File: src/rtl/core/pidc_pkg.sv
// Shared constants, payload types and helper types for the PID position controller.
`default_nettype none

package pidc_pkg;

   localparam int POSITION_BITS  = 16;
   localparam int DRIVE_LIMIT_MV = 12000;

   localparam int EL_W     = 16;
   localparam int GAIN_W   = 16;
   localparam int TGT_W    = 16;
   localparam int TMO_W    = 16;
   localparam int FLOOR_W  = 32;
   localparam int CEIL_W   = 31;
   localparam int INTEG_W  = 32;
   localparam int TIME_W   = 17;
   localparam int DRIVE_W  = 15;
   localparam int REASON_W = 2;

   localparam int ERR_W  = POSITION_BITS + 1;
   localparam int DIFF_W = POSITION_BITS + 2;

   // serial multiplier: A is parallel, B is consumed one bit a cycle
   localparam int MUL_A_W    = INTEG_W;
   localparam int MUL_B_W    = (DIFF_W > GAIN_W) ? DIFF_W : GAIN_W;
   localparam int PROD_W     = MUL_A_W + MUL_B_W;
   localparam int MUL_CNT_W  = $clog2(MUL_B_W + 1);
   localparam int DIV_CNT_W  = $clog2(PROD_W + 1);

   localparam int EI_W  = ERR_W + EL_W;
   localparam int ACC_W = ((INTEG_W > EI_W + 1) ? INTEG_W : EI_W + 1) + 1;
   localparam int DRV_W = PROD_W + 2;

   localparam int INTEG_SCALE = 1000;
   localparam int DERIV_SCALE = 1000;

   localparam int CSR_IDX_W  = 3;
   localparam int CSR_DATA_W = 32;

   localparam logic [CSR_IDX_W-1:0] CSR_TARGET   = 3'd0;
   localparam logic [CSR_IDX_W-1:0] CSR_GAIN_P   = 3'd1;
   localparam logic [CSR_IDX_W-1:0] CSR_GAIN_I   = 3'd2;
   localparam logic [CSR_IDX_W-1:0] CSR_GAIN_D   = 3'd3;
   localparam logic [CSR_IDX_W-1:0] CSR_FLOOR    = 3'd4;
   localparam logic [CSR_IDX_W-1:0] CSR_CEILING  = 3'd5;
   localparam logic [CSR_IDX_W-1:0] CSR_TIMEOUT  = 3'd6;

   localparam logic signed [TGT_W-1:0]   TARGET_RST  = 16'sd0;
   localparam logic [GAIN_W-1:0]         GAIN_P_RST  = 16'd100;
   localparam logic [GAIN_W-1:0]         GAIN_I_RST  = 16'd125;
   localparam logic [GAIN_W-1:0]         GAIN_D_RST  = 16'd75;
   localparam logic signed [FLOOR_W-1:0] FLOOR_RST   = -32'sd100000;
   localparam logic [CEIL_W-1:0]         CEILING_RST = 31'd100000;
   localparam logic [TMO_W-1:0]          TIMEOUT_RST = 16'd2000;

   localparam logic [REASON_W-1:0] REASON_RUN     = 2'd0;
   localparam logic [REASON_W-1:0] REASON_TIMEOUT = 2'd1;
   localparam logic [REASON_W-1:0] REASON_SETTLED = 2'd2;

   typedef logic signed [ERR_W-1:0]   err_type;
   typedef logic signed [DIFF_W-1:0]  diff_type;
   typedef logic signed [ACC_W-1:0]   acc_type;
   typedef logic signed [DRV_W-1:0]   drv_type;
   typedef logic signed [INTEG_W-1:0] integ_type;
   typedef logic [TIME_W-1:0]         time_type;

   typedef struct packed {
      logic signed [POSITION_BITS-1:0] position;
      logic [EL_W-1:0]                 elapsed_ms;
      logic                            first_sample;
   } req_type;

   typedef struct packed {
      logic signed [DRIVE_W-1:0] drive_mv;
      logic                      done_res;
      logic [REASON_W-1:0]       end_reason;
   } rsp_type;

   typedef struct packed {
      logic busy;
      logic done;
   } unit_stat_type;

endpackage

`default_nettype wire

File: src/rtl/core/pid_position_controller.sv
// Each transaction makes five 18-step passes through the shared shift-add multiplier and
//   up to two 50-step passes through the restoring divider; the second divider pass is
//   skipped when elapsed_ms is 0.
// A finished result waits in the rsp register while the next transaction is accepted.
// Reset (synchronous): registers to their defaults, controller state cleared, both channels idle.
`default_nettype none

module pid_position_controller (
   input  wire logic                                clock,
   input  wire logic                                reset,
   input  wire logic                                req_valid,
   output logic                                     req_ready,
   input  wire pidc_pkg::req_type                   req_data,
   output logic                                     rsp_valid,
   input  wire logic                                rsp_ready,
   output pidc_pkg::rsp_type                        rsp_data,
   input  wire logic                                csr_we,
   input  wire logic [pidc_pkg::CSR_IDX_W-1:0]      csr_index,
   input  wire logic [pidc_pkg::CSR_DATA_W-1:0]     csr_wdata
);

   typedef enum logic [11:0] {
      ST_IDLE     = 12'b0000_0000_0001,
      ST_SETUP    = 12'b0000_0000_0010,
      ST_MUL_EI   = 12'b0000_0000_0100,
      ST_CLAMP_LO = 12'b0000_0000_1000,
      ST_CLAMP_HI = 12'b0000_0001_0000,
      ST_MUL_P    = 12'b0000_0010_0000,
      ST_MUL_I    = 12'b0000_0100_0000,
      ST_DIV_I    = 12'b0000_1000_0000,
      ST_MUL_GD   = 12'b0001_0000_0000,
      ST_MUL_D    = 12'b0010_0000_0000,
      ST_DIV_D    = 12'b0100_0000_0000,
      ST_FINISH   = 12'b1000_0000_0000
   } state_type;

   // configuration
   logic signed [pidc_pkg::TGT_W-1:0]   target_ff;
   logic [pidc_pkg::GAIN_W-1:0]         gain_p_ff, gain_i_ff, gain_d_ff;
   logic signed [pidc_pkg::FLOOR_W-1:0] floor_ff;
   logic [pidc_pkg::CEIL_W-1:0]         ceiling_ff;
   logic [pidc_pkg::TMO_W-1:0]          timeout_ff;

   // control and controller state
   state_type             state_ff, state_in;
   logic                  rsp_valid_ff, rsp_valid_in;
   pidc_pkg::err_type     last_err_ff, last_err_in;
   pidc_pkg::integ_type   integ_ff, integ_in;
   pidc_pkg::time_type    time_ff, time_in;

   // per-transaction datapath
   logic signed [pidc_pkg::POSITION_BITS-1:0] pos_ff;
   logic [pidc_pkg::EL_W-1:0]                 el_ff;
   logic                                      first_ff;
   pidc_pkg::err_type     err_ff, err_in;
   pidc_pkg::acc_type     acc_ff, acc_in;
   pidc_pkg::drv_type     drv_ff, drv_in;
   pidc_pkg::rsp_type     rsp_ff, rsp_in;

   // arithmetic units
   logic                              mul_start, div_start;
   logic [pidc_pkg::MUL_A_W-1:0]      mul_a;
   logic [pidc_pkg::MUL_B_W-1:0]      mul_b;
   logic [pidc_pkg::PROD_W-1:0]       mul_prod, div_dividend, div_quot;
   logic [pidc_pkg::EL_W-1:0]         div_divisor;
   pidc_pkg::unit_stat_type           mul_stat, div_stat;

   // helpers
   pidc_pkg::err_type                 err_c;
   logic [pidc_pkg::ERR_W-1:0]        err_mag_c, err_mag;
   pidc_pkg::diff_type                diff_c;
   logic [pidc_pkg::DIFF_W-1:0]       diff_mag;
   logic [pidc_pkg::INTEG_W-1:0]      integ_mag;
   logic [pidc_pkg::TIME_W:0]         time_sum;
   pidc_pkg::time_type                time_sat;
   pidc_pkg::acc_type                 ei_mag, ei_term, floor_ext, ceil_ext;
   pidc_pkg::drv_type                 drv_sat, drv_lim;
   logic                              timed_out, settled, move_done;
   logic                              req_fire;

   function automatic pidc_pkg::drv_type signed_term(
      input logic                         neg,
      input logic [pidc_pkg::PROD_W-1:0]  mag
   );
      pidc_pkg::drv_type m;
      m = signed'(pidc_pkg::DRV_W'(mag));
      return neg ? -m : m;
   endfunction

   pidc_mul u_mul (
      .clock (clock),
      .reset (reset),
      .start (mul_start),
      .a     (mul_a),
      .b     (mul_b),
      .stat  (mul_stat),
      .prod  (mul_prod)
   );

   pidc_div u_div (
      .clock    (clock),
      .reset    (reset),
      .start    (div_start),
      .dividend (div_dividend),
      .divisor  (div_divisor),
      .stat     (div_stat),
      .quotient (div_quot)
   );

   assign req_ready = (state_ff == ST_IDLE);
   assign req_fire  = req_valid & req_ready;

   always_comb begin
      err_c     = pidc_pkg::ERR_W'(target_ff) - pidc_pkg::ERR_W'(pos_ff);
      err_mag_c = err_c[pidc_pkg::ERR_W-1] ? pidc_pkg::ERR_W'(-err_c) : pidc_pkg::ERR_W'(err_c);
      err_mag   = err_ff[pidc_pkg::ERR_W-1] ? pidc_pkg::ERR_W'(-err_ff)
                                             : pidc_pkg::ERR_W'(err_ff);
      diff_c    = pidc_pkg::DIFF_W'(err_ff) - pidc_pkg::DIFF_W'(last_err_ff);
      diff_mag  = diff_c[pidc_pkg::DIFF_W-1] ? pidc_pkg::DIFF_W'(-diff_c)
                                              : pidc_pkg::DIFF_W'(diff_c);
      integ_mag = integ_ff[pidc_pkg::INTEG_W-1] ? pidc_pkg::INTEG_W'(-integ_ff)
                                                 : pidc_pkg::INTEG_W'(integ_ff);
      time_sum  = {1'b0, time_ff} + (pidc_pkg::TIME_W+1)'(el_ff);
      time_sat  = time_sum[pidc_pkg::TIME_W] ? '1 : time_sum[pidc_pkg::TIME_W-1:0];
      ei_mag    = signed'(pidc_pkg::ACC_W'(mul_prod[pidc_pkg::EI_W-1:0]));
      ei_term   = err_ff[pidc_pkg::ERR_W-1] ? -ei_mag : ei_mag;
      floor_ext = pidc_pkg::ACC_W'(floor_ff);
      ceil_ext  = signed'(pidc_pkg::ACC_W'(ceiling_ff));
      drv_lim   = signed'(pidc_pkg::DRV_W'(pidc_pkg::DRIVE_LIMIT_MV));
      if (drv_ff > drv_lim) begin
         drv_sat = drv_lim;
      end else if (drv_ff < -drv_lim) begin
         drv_sat = -drv_lim;
      end else begin
         drv_sat = drv_ff;
      end
      timed_out = (time_ff >= pidc_pkg::TIME_W'(timeout_ff));
      settled   = (err_ff == '0);
      move_done = timed_out | settled;
   end

   // sequencer: an arm entering a multiply or divide state also launches that operation
   always_comb begin
      state_in     = state_ff;
      rsp_valid_in = rsp_valid_ff & ~rsp_ready;
      rsp_in       = rsp_ff;
      last_err_in  = last_err_ff;
      integ_in     = integ_ff;
      time_in      = time_ff;
      err_in       = err_ff;
      acc_in       = acc_ff;
      drv_in       = drv_ff;
      mul_start    = 1'b0;
      mul_a        = '0;
      mul_b        = '0;
      div_start    = 1'b0;
      div_dividend = '0;
      div_divisor  = '0;
      case (state_ff)
         ST_IDLE: begin
            if (req_valid) begin
               state_in = ST_SETUP;
            end
         end
         ST_SETUP: begin
            err_in = err_c;
            if (first_ff) begin
               last_err_in = '0;
               integ_in    = '0;
               time_in     = pidc_pkg::TIME_W'(el_ff);
            end else begin
               time_in = time_sat;
            end
            mul_start = 1'b1;
            mul_a     = pidc_pkg::MUL_A_W'(el_ff);
            mul_b     = pidc_pkg::MUL_B_W'(err_mag_c);
            state_in  = ST_MUL_EI;
         end
         ST_MUL_EI: begin
            if (mul_stat.done) begin
               acc_in   = pidc_pkg::ACC_W'(integ_ff) + ei_term;
               state_in = ST_CLAMP_LO;
            end
         end
         ST_CLAMP_LO: begin
            if (acc_ff < floor_ext) begin
               acc_in = floor_ext;
            end
            state_in = ST_CLAMP_HI;
         end
         ST_CLAMP_HI: begin
            // ceiling applied last, so it wins when the floor is above it
            integ_in  = (acc_ff > ceil_ext) ? ceil_ext[pidc_pkg::INTEG_W-1:0]
                                            : acc_ff[pidc_pkg::INTEG_W-1:0];
            mul_start = 1'b1;
            mul_a     = pidc_pkg::MUL_A_W'(gain_p_ff);
            mul_b     = pidc_pkg::MUL_B_W'(err_mag);
            state_in  = ST_MUL_P;
         end
         ST_MUL_P: begin
            if (mul_stat.done) begin
               drv_in    = signed_term(err_ff[pidc_pkg::ERR_W-1], mul_prod);
               mul_start = 1'b1;
               mul_a     = pidc_pkg::MUL_A_W'(integ_mag);
               mul_b     = pidc_pkg::MUL_B_W'(gain_i_ff);
               state_in  = ST_MUL_I;
            end
         end
         ST_MUL_I: begin
            if (mul_stat.done) begin
               div_start    = 1'b1;
               div_dividend = mul_prod;
               div_divisor  = pidc_pkg::EL_W'(pidc_pkg::INTEG_SCALE);
               state_in     = ST_DIV_I;
            end
         end
         ST_DIV_I: begin
            if (div_stat.done) begin
               drv_in    = drv_ff + signed_term(integ_ff[pidc_pkg::INTEG_W-1], div_quot);
               mul_start = 1'b1;
               mul_a     = pidc_pkg::MUL_A_W'(gain_d_ff);
               mul_b     = pidc_pkg::MUL_B_W'(pidc_pkg::DERIV_SCALE);
               state_in  = ST_MUL_GD;
            end
         end
         ST_MUL_GD: begin
            if (mul_stat.done) begin
               mul_start = 1'b1;
               mul_a     = mul_prod[pidc_pkg::MUL_A_W-1:0];
               mul_b     = pidc_pkg::MUL_B_W'(diff_mag);
               state_in  = ST_MUL_D;
            end
         end
         ST_MUL_D: begin
            if (mul_stat.done) begin
               // no elapsed time: derivative term stays zero
               if (el_ff == '0) begin
                  state_in = ST_FINISH;
               end else begin
                  div_start    = 1'b1;
                  div_dividend = mul_prod;
                  div_divisor  = el_ff;
                  state_in     = ST_DIV_D;
               end
            end
         end
         ST_DIV_D: begin
            if (div_stat.done) begin
               drv_in   = drv_ff + signed_term(diff_c[pidc_pkg::DIFF_W-1], div_quot);
               state_in = ST_FINISH;
            end
         end
         ST_FINISH: begin
            if (!rsp_valid_ff || rsp_ready) begin
               rsp_valid_in    = 1'b1;
               rsp_in.drive_mv = move_done ? '0 : drv_sat[pidc_pkg::DRIVE_W-1:0];
               rsp_in.done_res = move_done;
               if (timed_out) begin
                  rsp_in.end_reason = pidc_pkg::REASON_TIMEOUT;
               end else if (settled) begin
                  rsp_in.end_reason = pidc_pkg::REASON_SETTLED;
               end else begin
                  rsp_in.end_reason = pidc_pkg::REASON_RUN;
               end
               if (!move_done) begin
                  last_err_in = err_ff;
               end
               state_in = ST_IDLE;
            end
         end
         default: begin
            state_in = ST_IDLE;
         end
      endcase
   end

   always_ff @(posedge clock) begin
      if (reset) begin
         target_ff    <= pidc_pkg::TARGET_RST;
         gain_p_ff    <= pidc_pkg::GAIN_P_RST;
         gain_i_ff    <= pidc_pkg::GAIN_I_RST;
         gain_d_ff    <= pidc_pkg::GAIN_D_RST;
         floor_ff     <= pidc_pkg::FLOOR_RST;
         ceiling_ff   <= pidc_pkg::CEILING_RST;
         timeout_ff   <= pidc_pkg::TIMEOUT_RST;
         state_ff     <= ST_IDLE;
         rsp_valid_ff <= 1'b0;
         last_err_ff  <= '0;
         integ_ff     <= '0;
         time_ff      <= '0;
      end else begin
         state_ff     <= state_in;
         rsp_valid_ff <= rsp_valid_in;
         last_err_ff  <= last_err_in;
         integ_ff     <= integ_in;
         time_ff      <= time_in;
         if (csr_we) begin
            case (csr_index)
               pidc_pkg::CSR_TARGET:  target_ff  <= csr_wdata[pidc_pkg::TGT_W-1:0];
               pidc_pkg::CSR_GAIN_P:  gain_p_ff  <= csr_wdata[pidc_pkg::GAIN_W-1:0];
               pidc_pkg::CSR_GAIN_I:  gain_i_ff  <= csr_wdata[pidc_pkg::GAIN_W-1:0];
               pidc_pkg::CSR_GAIN_D:  gain_d_ff  <= csr_wdata[pidc_pkg::GAIN_W-1:0];
               pidc_pkg::CSR_FLOOR:   floor_ff   <= csr_wdata[pidc_pkg::FLOOR_W-1:0];
               pidc_pkg::CSR_CEILING: ceiling_ff <= csr_wdata[pidc_pkg::CEIL_W-1:0];
               pidc_pkg::CSR_TIMEOUT: timeout_ff <= csr_wdata[pidc_pkg::TMO_W-1:0];
               default: begin
               end
            endcase
         end
      end
   end

   always_ff @(posedge clock) begin
      if (req_fire) begin
         pos_ff   <= req_data.position;
         el_ff    <= req_data.elapsed_ms;
         first_ff <= req_data.first_sample;
      end
      err_ff <= err_in;
      acc_ff <= acc_in;
      drv_ff <= drv_in;
      rsp_ff <= rsp_in;
   end

   assign rsp_valid = rsp_valid_ff;
   assign rsp_data  = rsp_ff;

`ifndef SYNTHESIS
   a_units_exclusive: assert property (@(posedge clock) disable iff (reset)
      !(mul_stat.busy && div_stat.busy))
      else $error("multiplier and divider busy together");

   a_accept_to_setup: assert property (@(posedge clock) disable iff (reset)
      req_valid && req_ready |=> state_ff == ST_SETUP)
      else $error("accepted transaction did not start the sequence");

   a_done_zero_drive: assert property (@(posedge clock) disable iff (reset)
      rsp_valid && rsp_data.done_res |-> rsp_data.drive_mv == '0)
      else $error("drive not zero on a finished move");

   a_done_reason: assert property (@(posedge clock) disable iff (reset)
      rsp_valid |-> rsp_data.done_res == (rsp_data.end_reason != pidc_pkg::REASON_RUN))
      else $error("done flag and end reason disagree");

   a_integ_clamped: assert property (@(posedge clock) disable iff (reset)
      state_ff == ST_MUL_P |-> pidc_pkg::ACC_W'(integ_ff) <= ceil_ext)
      else $error("integral above ceiling after clamp");
`endif

endmodule

`default_nettype wire

File: src/rtl/core/pidc_mul.sv
// Bit-serial shift-add multiplier, one multiplier bit per cycle.
`default_nettype none

module pidc_mul (
   input  wire logic                              clock,
   input  wire logic                              reset,
   input  wire logic                              start,
   input  wire logic [pidc_pkg::MUL_A_W-1:0]      a,
   input  wire logic [pidc_pkg::MUL_B_W-1:0]      b,
   output pidc_pkg::unit_stat_type                stat,
   output logic [pidc_pkg::PROD_W-1:0]            prod
);

   logic [pidc_pkg::MUL_CNT_W-1:0] cnt_ff, cnt_in;
   logic                           done_ff, done_in;
   logic [pidc_pkg::MUL_A_W-1:0]   a_ff, a_in;
   logic [pidc_pkg::PROD_W-1:0]    prod_ff, prod_in;
   logic [pidc_pkg::MUL_A_W:0]     step_sum;

   // upper half accumulates, lower half holds the multiplier bits not yet used
   always_comb begin
      step_sum = {1'b0, prod_ff[pidc_pkg::PROD_W-1:pidc_pkg::MUL_B_W]}
               + (prod_ff[0] ? {1'b0, a_ff} : '0);
      cnt_in  = cnt_ff;
      done_in = 1'b0;
      a_in    = a_ff;
      prod_in = prod_ff;
      if (start) begin
         cnt_in  = pidc_pkg::MUL_CNT_W'(pidc_pkg::MUL_B_W);
         a_in    = a;
         prod_in = pidc_pkg::PROD_W'(b);
      end else if (cnt_ff != '0) begin
         cnt_in  = cnt_ff - 1'b1;
         done_in = (cnt_ff == pidc_pkg::MUL_CNT_W'(1));
         prod_in = {step_sum, prod_ff[pidc_pkg::MUL_B_W-1:1]};
      end
   end

   always_ff @(posedge clock) begin
      if (reset) begin
         cnt_ff  <= '0;
         done_ff <= 1'b0;
      end else begin
         cnt_ff  <= cnt_in;
         done_ff <= done_in;
      end
   end

   always_ff @(posedge clock) begin
      a_ff    <= a_in;
      prod_ff <= prod_in;
   end

   assign stat.busy = (cnt_ff != '0);
   assign stat.done = done_ff;
   assign prod      = prod_ff;

endmodule

`default_nettype wire

File: src/rtl/core/pidc_div.sv
// Restoring divider, one quotient bit per cycle, unsigned operands.
`default_nettype none

module pidc_div (
   input  wire logic                           clock,
   input  wire logic                           reset,
   input  wire logic                           start,
   input  wire logic [pidc_pkg::PROD_W-1:0]    dividend,
   input  wire logic [pidc_pkg::EL_W-1:0]      divisor,
   output pidc_pkg::unit_stat_type             stat,
   output logic [pidc_pkg::PROD_W-1:0]         quotient
);

   logic [pidc_pkg::DIV_CNT_W-1:0] cnt_ff, cnt_in;
   logic                           done_ff, done_in;
   logic [pidc_pkg::EL_W-1:0]      dvs_ff, dvs_in;
   logic [pidc_pkg::EL_W-1:0]      rem_ff, rem_in;
   logic [pidc_pkg::PROD_W-1:0]    quo_ff, quo_in;
   logic [pidc_pkg::EL_W:0]        shifted;
   logic [pidc_pkg::EL_W+1:0]      trial;
   logic                           fits;

   // dividend bits leave at the top of quo_ff while quotient bits enter at the bottom
   always_comb begin
      shifted = {rem_ff, quo_ff[pidc_pkg::PROD_W-1]};
      trial   = {1'b0, shifted} - {2'b00, dvs_ff};
      fits    = ~trial[pidc_pkg::EL_W+1];
      cnt_in  = cnt_ff;
      done_in = 1'b0;
      dvs_in  = dvs_ff;
      rem_in  = rem_ff;
      quo_in  = quo_ff;
      if (start) begin
         cnt_in = pidc_pkg::DIV_CNT_W'(pidc_pkg::PROD_W);
         dvs_in = divisor;
         rem_in = '0;
         quo_in = dividend;
      end else if (cnt_ff != '0) begin
         cnt_in  = cnt_ff - 1'b1;
         done_in = (cnt_ff == pidc_pkg::DIV_CNT_W'(1));
         rem_in  = fits ? trial[pidc_pkg::EL_W-1:0] : shifted[pidc_pkg::EL_W-1:0];
         quo_in  = {quo_ff[pidc_pkg::PROD_W-2:0], fits};
      end
   end

   always_ff @(posedge clock) begin
      if (reset) begin
         cnt_ff  <= '0;
         done_ff <= 1'b0;
      end else begin
         cnt_ff  <= cnt_in;
         done_ff <= done_in;
      end
   end

   always_ff @(posedge clock) begin
      dvs_ff <= dvs_in;
      rem_ff <= rem_in;
      quo_ff <= quo_in;
   end

   assign stat.busy = (cnt_ff != '0);
   assign stat.done = done_ff;
   assign quotient  = quo_ff;

endmodule

`default_nettype wire

File: config.mk
export PLATFORM = sky130hd
export DESIGN_NAME = pid_position_controller
export DESIGN_NICKNAME = d
export VERILOG_FILES = /design/src/rtl/core/pidc_pkg.sv /design/src/rtl/core/pid_position_controller.sv /design/src/rtl/core/pidc_mul.sv /design/src/rtl/core/pidc_div.sv
export SDC_FILE = /design/constraint.sdc
export NUM_CORES = 2
export LEC_CHECK = 0
export ABC_AREA = 1
export BUFFER_PORTS_ARGS = -buffer_cell sky130_fd_sc_hd__buf_2
export CAP_MARGIN = 40
export CORE_ASPECT_RATIO = 0.5
export CORE_MARGIN = 1
export CORE_UTILIZATION = 60
export CTS_BUF_LIST = sky130_fd_sc_hd__clkbuf_4 sky130_fd_sc_hd__clkbuf_8 sky130_fd_sc_hd__clkbuf_16
export CTS_CLUSTER_DIAMETER = 80
export DETAILED_ROUTE_END_ITERATION = 8
export PLACE_DENSITY = 0.75
export SYNTH_ARGS = -nofsm -noshare
export SYNTH_HDL_FRONTEND = slang
export SYNTH_SLANG_ARGS = --single-unit
File: constraint.sdc
create_clock -name clock -period 4.55 [get_ports clock]
set_clock_uncertainty 0.15 [all_clocks]
set_input_delay 0.455 -clock clock [delete_from_list [all_inputs] [get_ports clock]]
set_output_delay 0.455 -clock clock [all_outputs]
set_load 0.005 [all_outputs]
* After elaboration in Yosys (flattened, before gate mapping)
Index checks and enable logic that the tools add are counted.
** Operators by class
- $add $sub $neg :: 17
- Bitwise logic cells :: 7
- Mux-type cells :: 72
- Order comparisons :: 5
- Reduce and logical (&&, ||, !) cells :: 34
- Equality and inequality tests :: 32
** Operator list (number)
- $mux W52 :: 6
- $mux W50 :: 5
- $mux W32 :: 6
- $pmux W32 S5 :: 1
- $pmux W52 S3 :: 1
- $pmux W12 S12 :: 1
- $mux W12 :: 10
- $mux W17 :: 7
- $mux W35 :: 3
- $add A52 B52 Y52 :: 2
- $neg A50 Y52 :: 2
- $pmux W50 S2 :: 1
- $pmux W18 S5 :: 1
- $mux W16 :: 5
- $mux W18 :: 4
- $pmux W35 S2 :: 1
- $pmux W32 S2 :: 1
- $gt A52 B15 Y1 const B :: 1
- $lt A52 B15 Y1 const B :: 1
- $add A32 B35 Y35 :: 1
- $gt A35 B32 Y1 :: 1
- $lt A35 B32 Y1 :: 1
- $neg A33 Y35 :: 1
- $neg A17 Y17 :: 2
- 58 further kinds :: 102
** Storage, ports and cells
- Register bits after elaboration :: 554
- Logic and storage cells :: 202

* Depth between registers and ports, before layout
- Word-level depth :: 6
- Depth in mapped cells :: 35

* Modules after synthesis
Synthesis repeated with hierarchy kept, for this count alone.
** Second synthesis, totals
- Cells, all modules :: 6399
- Area total of the unflattened synthesis :: 42986.2 µm²
** By module, submodules not included
- pid_position_controller :: times used 1, area each 32252.2 µm², cells each 4923
- pidc_mul :: times used 1, area each 5906.9 µm², cells each 868
- pidc_div :: times used 1, area each 4827.1 µm², cells each 608

* Worst setup path after synthesis
OpenSTA, ideal clock, no wires.
- Kind :: register to register
- Start point :: reg err_ff[4]
- End point :: reg drv_ff[29], data pin
- Cell stages (with the launch flop) :: 34
- Period minus slack after synthesis :: 4091 ps
- Arrival time :: 3688 ps
- Required time :: 4147 ps
- Slack :: 459 ps
- Library setup time :: 253 ps
- Cells stage by stage :: edfxtp_1 > ha_1 > nand2_1 > inv_1 > nand2_1 > nand3_2 > nand2_1 > nand2_1 > nand2_1 > nand2_1 > nand2_1 > nand2_1 > buf_6 > nor2_4 > inv_2 > buf_2 > o21ai_0 > a21oi_1 > ha_1 > nand3_1 > nand2_1 > nand3_1 > nand2_1 > nand2_1 > nand2_1 > inv_1 > o21ai_1 > nand3_1 > nand2_1 > nand2_1 > nand2_1 > xor2_1 > nand2_1 > nand2_1
** On the way
- Word-level cells in the longest chain between the ends :: 5
** Ends and longest elaborated chain
- start, declared :: RTL line pid_position_controller.sv:55 : pidc_pkg::err_type err_ff, err_in;
- start signal, assigned :: RTL line pid_position_controller.sv:319 : err_ff <= err_in;
- $sub A17 B17 Y18 :: RTL line pid_position_controller.sv:118 : diff_c = pidc_pkg::DIFF_W'(err_ff) - pidc_pkg::DIFF_W'(last_err_ff);
- $mux W52 :: RTL line pid_position_controller.sv:87 : return neg ? -m : m;
- $add A52 B52 Y52 :: RTL line pid_position_controller.sv:249 : drv_in = drv_ff + signed_term(diff_c[pidc_pkg::DIFF_W-1], div_quot);
- $mux W52 :: RTL line pid_position_controller.sv:248 : if (div_stat.done) begin
- $pmux W52 S3 :: RTL line pid_position_controller.sv:159 : case (state_ff)
- named net drv_in[29] :: RTL line pid_position_controller.sv:57 : pidc_pkg::drv_type drv_ff, drv_in;
- end signal, assigned :: RTL line pid_position_controller.sv:321 : drv_ff <= drv_in;
- end, declared :: RTL line pid_position_controller.sv:57
The timed path passes the listed nets, and every way through them passes these cells. The select of a mux whose other input is x is not followed.
A chain may end at the register's enable or synchronous reset.

* Final worst setup path
- Start point :: reg err_ff[4]
- End point :: reg drv_ff[38], data pin
Same word-level chain as after synthesis.

==> results.txt <==
The data required time at the worst endpoint is 4760 ps. The share of cells above drive strength 1 came out at 16.01%. The worst-margin pin slew is 1013 ps. The type of destination of the critical path is a register. For this design the static power due to leakage is 22.63 nW. The pin count of the biggest net entering global routing came out at 113.

The detailed-route wire length is 158,000 um. Setup violations remaining at the end of the flow were counted as 3. Summed over all instances, the cell type with the most area after synthesis is edfxtp_1. The achievable frequency is 217.4 MHz. The final worst-path setup slack came out at -50.09 ps.

The cell that appears most often on the critical path is nand2_2. The number of failing hold endpoints at the final stage came out at 0. The peak per-stage delay on the critical path is 440 ps. The clock transition at the registers of the reported paths is 70 ps. The number of global-route vias before repair was 40,810. After layout, the worst path uses 101.1% of the clock period.

In this run, synthesis produced a sequential element count of 554. The tree is rooted in a clkbuf_16. The count of unique library cells instantiated by Yosys is 71. The remaining global-route overflow came out at 0. The area of the core is 67,230 um^2. The remaining number of nets flagged by the antenna check after routing came out at 0. The headroom to the max-slew limit is 32.20%.

The number of DRC violations after detailed routing came out at 0. The async set-reset flop share out of synthesis is 0%. The layer flagged by global routing as most heavily used is met2. Measured along the y axis, the die boundary spans 186.7 um. Global routing consumed, on the met1 layer, 59.68% of the routing resources.

The power density normalized to cell area came out at 612.0 nW/um^2. The overall die area came out at 69,350 um^2. In this run the mean area of a mapped cell was 7.017 um^2. After synthesis the cells add up to 40,940 um^2. After the first detailed-routing iteration, the DRC count stood at 6,140.

The fill cell instance count of the final layout is 5,404. Sequential elements use 33.71% of the synthesized area. The number of H-tree levels came out at 2. The flow ran to the end, but the final reports show violations. For this design, the sink count on the clock tree is 554. The critical path in this run is classified as reg -> reg. The min-delay analysis places its worst path in the category in -> reg. The top-area cell type share of the netlist area came out at 19.88%. The area added between synthesis and finish came out at 20.52%. TritonCTS built the clock tree. The number of buffers added by the clock tree synthesis step came out at 54. The average detailed-routed wire length per instance came out at 21.76 um. The number of antenna violations at the first check in global routing was 11. The global routing met2 resource utilization came out at 65.89%. The initial core utilization is 60.90%. The I/O pin count is 93. The maximum clock path buffer count came out at 3. The final reports fail on negative setup slack. Broken down by cell family, the worst path's largest delay share belongs to simple AND/OR/NAND/NOR gates. The worst-case vdd ir drop is 0.4221 mV.

The site row count is 67. Once layout is done, the placed cells without fillers occupy 49,340 um^2. The die outline width came out at 371.4 um. The minimum period implied by the final worst setup slack is 4600 ps. Summing all placed instances gives a cell area of 44,960 um^2.

The first-pass iteration count of the detailed router is 9. The global-route total usage across every layer came out at 43.78%. After the last flow step, the layout net total stands at 6,670.

In this run the worst path has a maximum fanout of 4. Sorting the synthesized cells by area gives the leading types as edfxtp_1 (20%), dfxtp_1 (14%), nand2_1 (11%), ha_1 (8.5%), inv_1 (7.4%). The critical path's slowest cell is edfxtp_1.

The category of the worst setup path launch point is a register. The average via count per standard cell is 6.134. The critical path contains buffers and inverters numbering 6 combined. The number of warning messages in the yosys log came out at 0.

The final route contains 44,530 vias. The number of port buffers came out at 92. The placer congestion estimate came out at 1.074. Counting flops with a built-in enable in the synthesized netlist gives 271. The pre-CTS setup slack came out at -350.3 ps.

Among all flip-flop cells after synthesis, the most frequent one is dfxtp_1. The detailed placer's ending HPWL came out at 119,800 um. The accumulated negative setup slack is -117.6 ps. The share of the core filled with cells is 73.39%.

The number of slew-limit violations in the final report came out at 0. The clock reaches the later pin of the worst-skew pair after 690 ps. Synthesis produced 5,835 cells. The arrival time at the worst endpoint is 4810 ps. The wire length of the first global-routing pass is 233,800 um. Setup repair after global routing could not meet its margin everywhere.

The total power after layout came out at 30.20 mW. The post-synthesis net count came out at 6,192. The tool flagged a number of max-cap violations equal to 0. The met3 track demand over resource came out at 11.95%.
final timing paths:
path	start	to	slack (ps)	cells after the start
min	csr_wdata[11]	gain_i_ff[11]$_SDFFE_PP0P_	10	3
max reg2reg	err_ff[4]$_DFFE_PP_	drv_ff[38]$_DFFE_PP_	-50	28
max	err_ff[4]$_DFFE_PP_	drv_ff[38]$_DFFE_PP_	-50	28
min reg2reg	gain_d_ff[15]$_SDFFE_PP0P_	gain_d_ff[15]$_SDFFE_PP0P_	310	2
Yosys cell counts, types with 8 or more instances:
cell type     n
clkinv_1      9
nor2_2       11
ha_1        277
a221oi_1     21
nor3_1       90
o21a_1       15
o21ai_1      12
inv_2        12
nand2_1    1247
xor2_1      137
buf_2        38
o221ai_1     16
o21bai_1     35
a21boi_0     13
o21ai_0     518
clkbuf_1    107
a21o_1       38
nor2_1      620
inv_1       811
buf_1         9
nand4_1      96
nand3b_1     14
nand2_2      11
a21oi_1     445
edfxtp_1    271
dfxtp_1     283
o211ai_1     60
o22ai_1      31
nor2_4        9
o31ai_1      22
xnor2_1      51
or2_2        20
a211oi_1     13
nor4_1       41
a31oi_1      29
a22oi_1       8
nand3_1     319
layer usage:
metal | vias to the layer above | wire, um | part of all wire [%]
li1 | 20530 | - | -
met1 | 20530 | 62160 | 39
met2 | 2919 | 66110 | 42
met3 | 539 | 22100 | 14
met4 | 10 | 7511 | 4.8
met5 | - | 71 | 0.045
power by group:
part / internal (mW) / switching, mW / leakage (nW) / total, mW
Sequential: 6.65 / 0.972 / 4.79 / 7.63
Clock: 2.69 / 2.25 / 0.939 / 4.94
Combinational: 6.55 / 11.1 / 16.9 / 17.6
Total: 15.9 / 14.3 / 22.6 / 30.2
what timing repair did:
item,CTS,global route
gates resized for setup,71,335
hold buffers,53,0
gates cloned,0,1
pin swaps,20,84
hold endpoints to repair,70,0
setup endpoints to repair,39,63
buffers inserted,7,37
registers in the layout, summed over array words and instances, names as in the netlist, 17 cells and up:
| register | cells |
|---|---|
| ceiling_ff | 31 |
| acc_ff | 35 |
| time_ff | 17 |
| u_mul.prod | 50 |
| err_ff | 17 |
| rsp_data | 18 |
| last_err_ff | 17 |
| drv_ff | 52 |
| u_div.quotient | 50 |
| integ_ff | 32 |
| u_mul.a_ff | 32 |
| floor_ff | 32 |
worst min-delay path: cells and delay by family:
kind / cells / cell delay, ps
buffers and inverters: 1 / 180
AND/OR/NAND/NOR: 2 / 170
cell families after synthesis:
group	Yosys count	share of synthesized area, %
xor+xnor	189	4.061
compound gates	1298	17.92
flops	554	33.71
simple gates	2510	26.05
fa+ha+maj	284	8.807
buf+inv	1000	9.452
cell type report:
type	count	area, um^2	area share, %
Clock buffer	71	1528	3.096
Multi-Input combinational cell	4281	24820	50.29
Sequential cell	554	13800	27.97
Timing Repair Buffer	587	4533	9.187
Inverter	834	3156	6.395
Tap cell	897	1122	2.275
Antenna cell	3	7.507	0.01521
Timing Repair inverter	1	7.507	0.01521
Clock inverter	31	370.4	0.7506
layout by cell type (no fill, tap or decap), types with 12 or more instances in the layout:
cell and instances:
nand4_1 96, o21a_1 15, a31oi_1 23, clkbuf_16 55
dlygate4sd3_1 53, o31ai_1 22, o21ai_0 475, xor2_1 129
a21o_1 38, o211ai_1 60, inv_2 33, o21ai_1 38
nand3_1 287, inv_1 783, or2_2 20, a21oi_1 406
o21bai_1 32, buf_2 92, nand3b_1 14, nor3_1 84
dfxtp_1 283, nor2_1 565, ha_4 23, nand2_2 53
o21ai_2 19, nor2_2 49, ha_1 252, a21oi_2 38
buf_4 413, a221oi_1 12, xnor2_1 51, nor2_4 26
edfxtp_1 271, nor4_1 37, clkinv_1 12, o22ai_1 30
buf_6 15, nand2_1 1199, nand3_2 29, o221ai_1 16
metrics by stage:
stage,instances,hold WS (ps)
after floorplan,5835,274.7
after global placement,7052,285.8
after detailed placement,7057,289.5
after CTS,7219,2.426
after global routing,7256,21.95
final,7259,13.25
(Power assumes the default switching activity.)
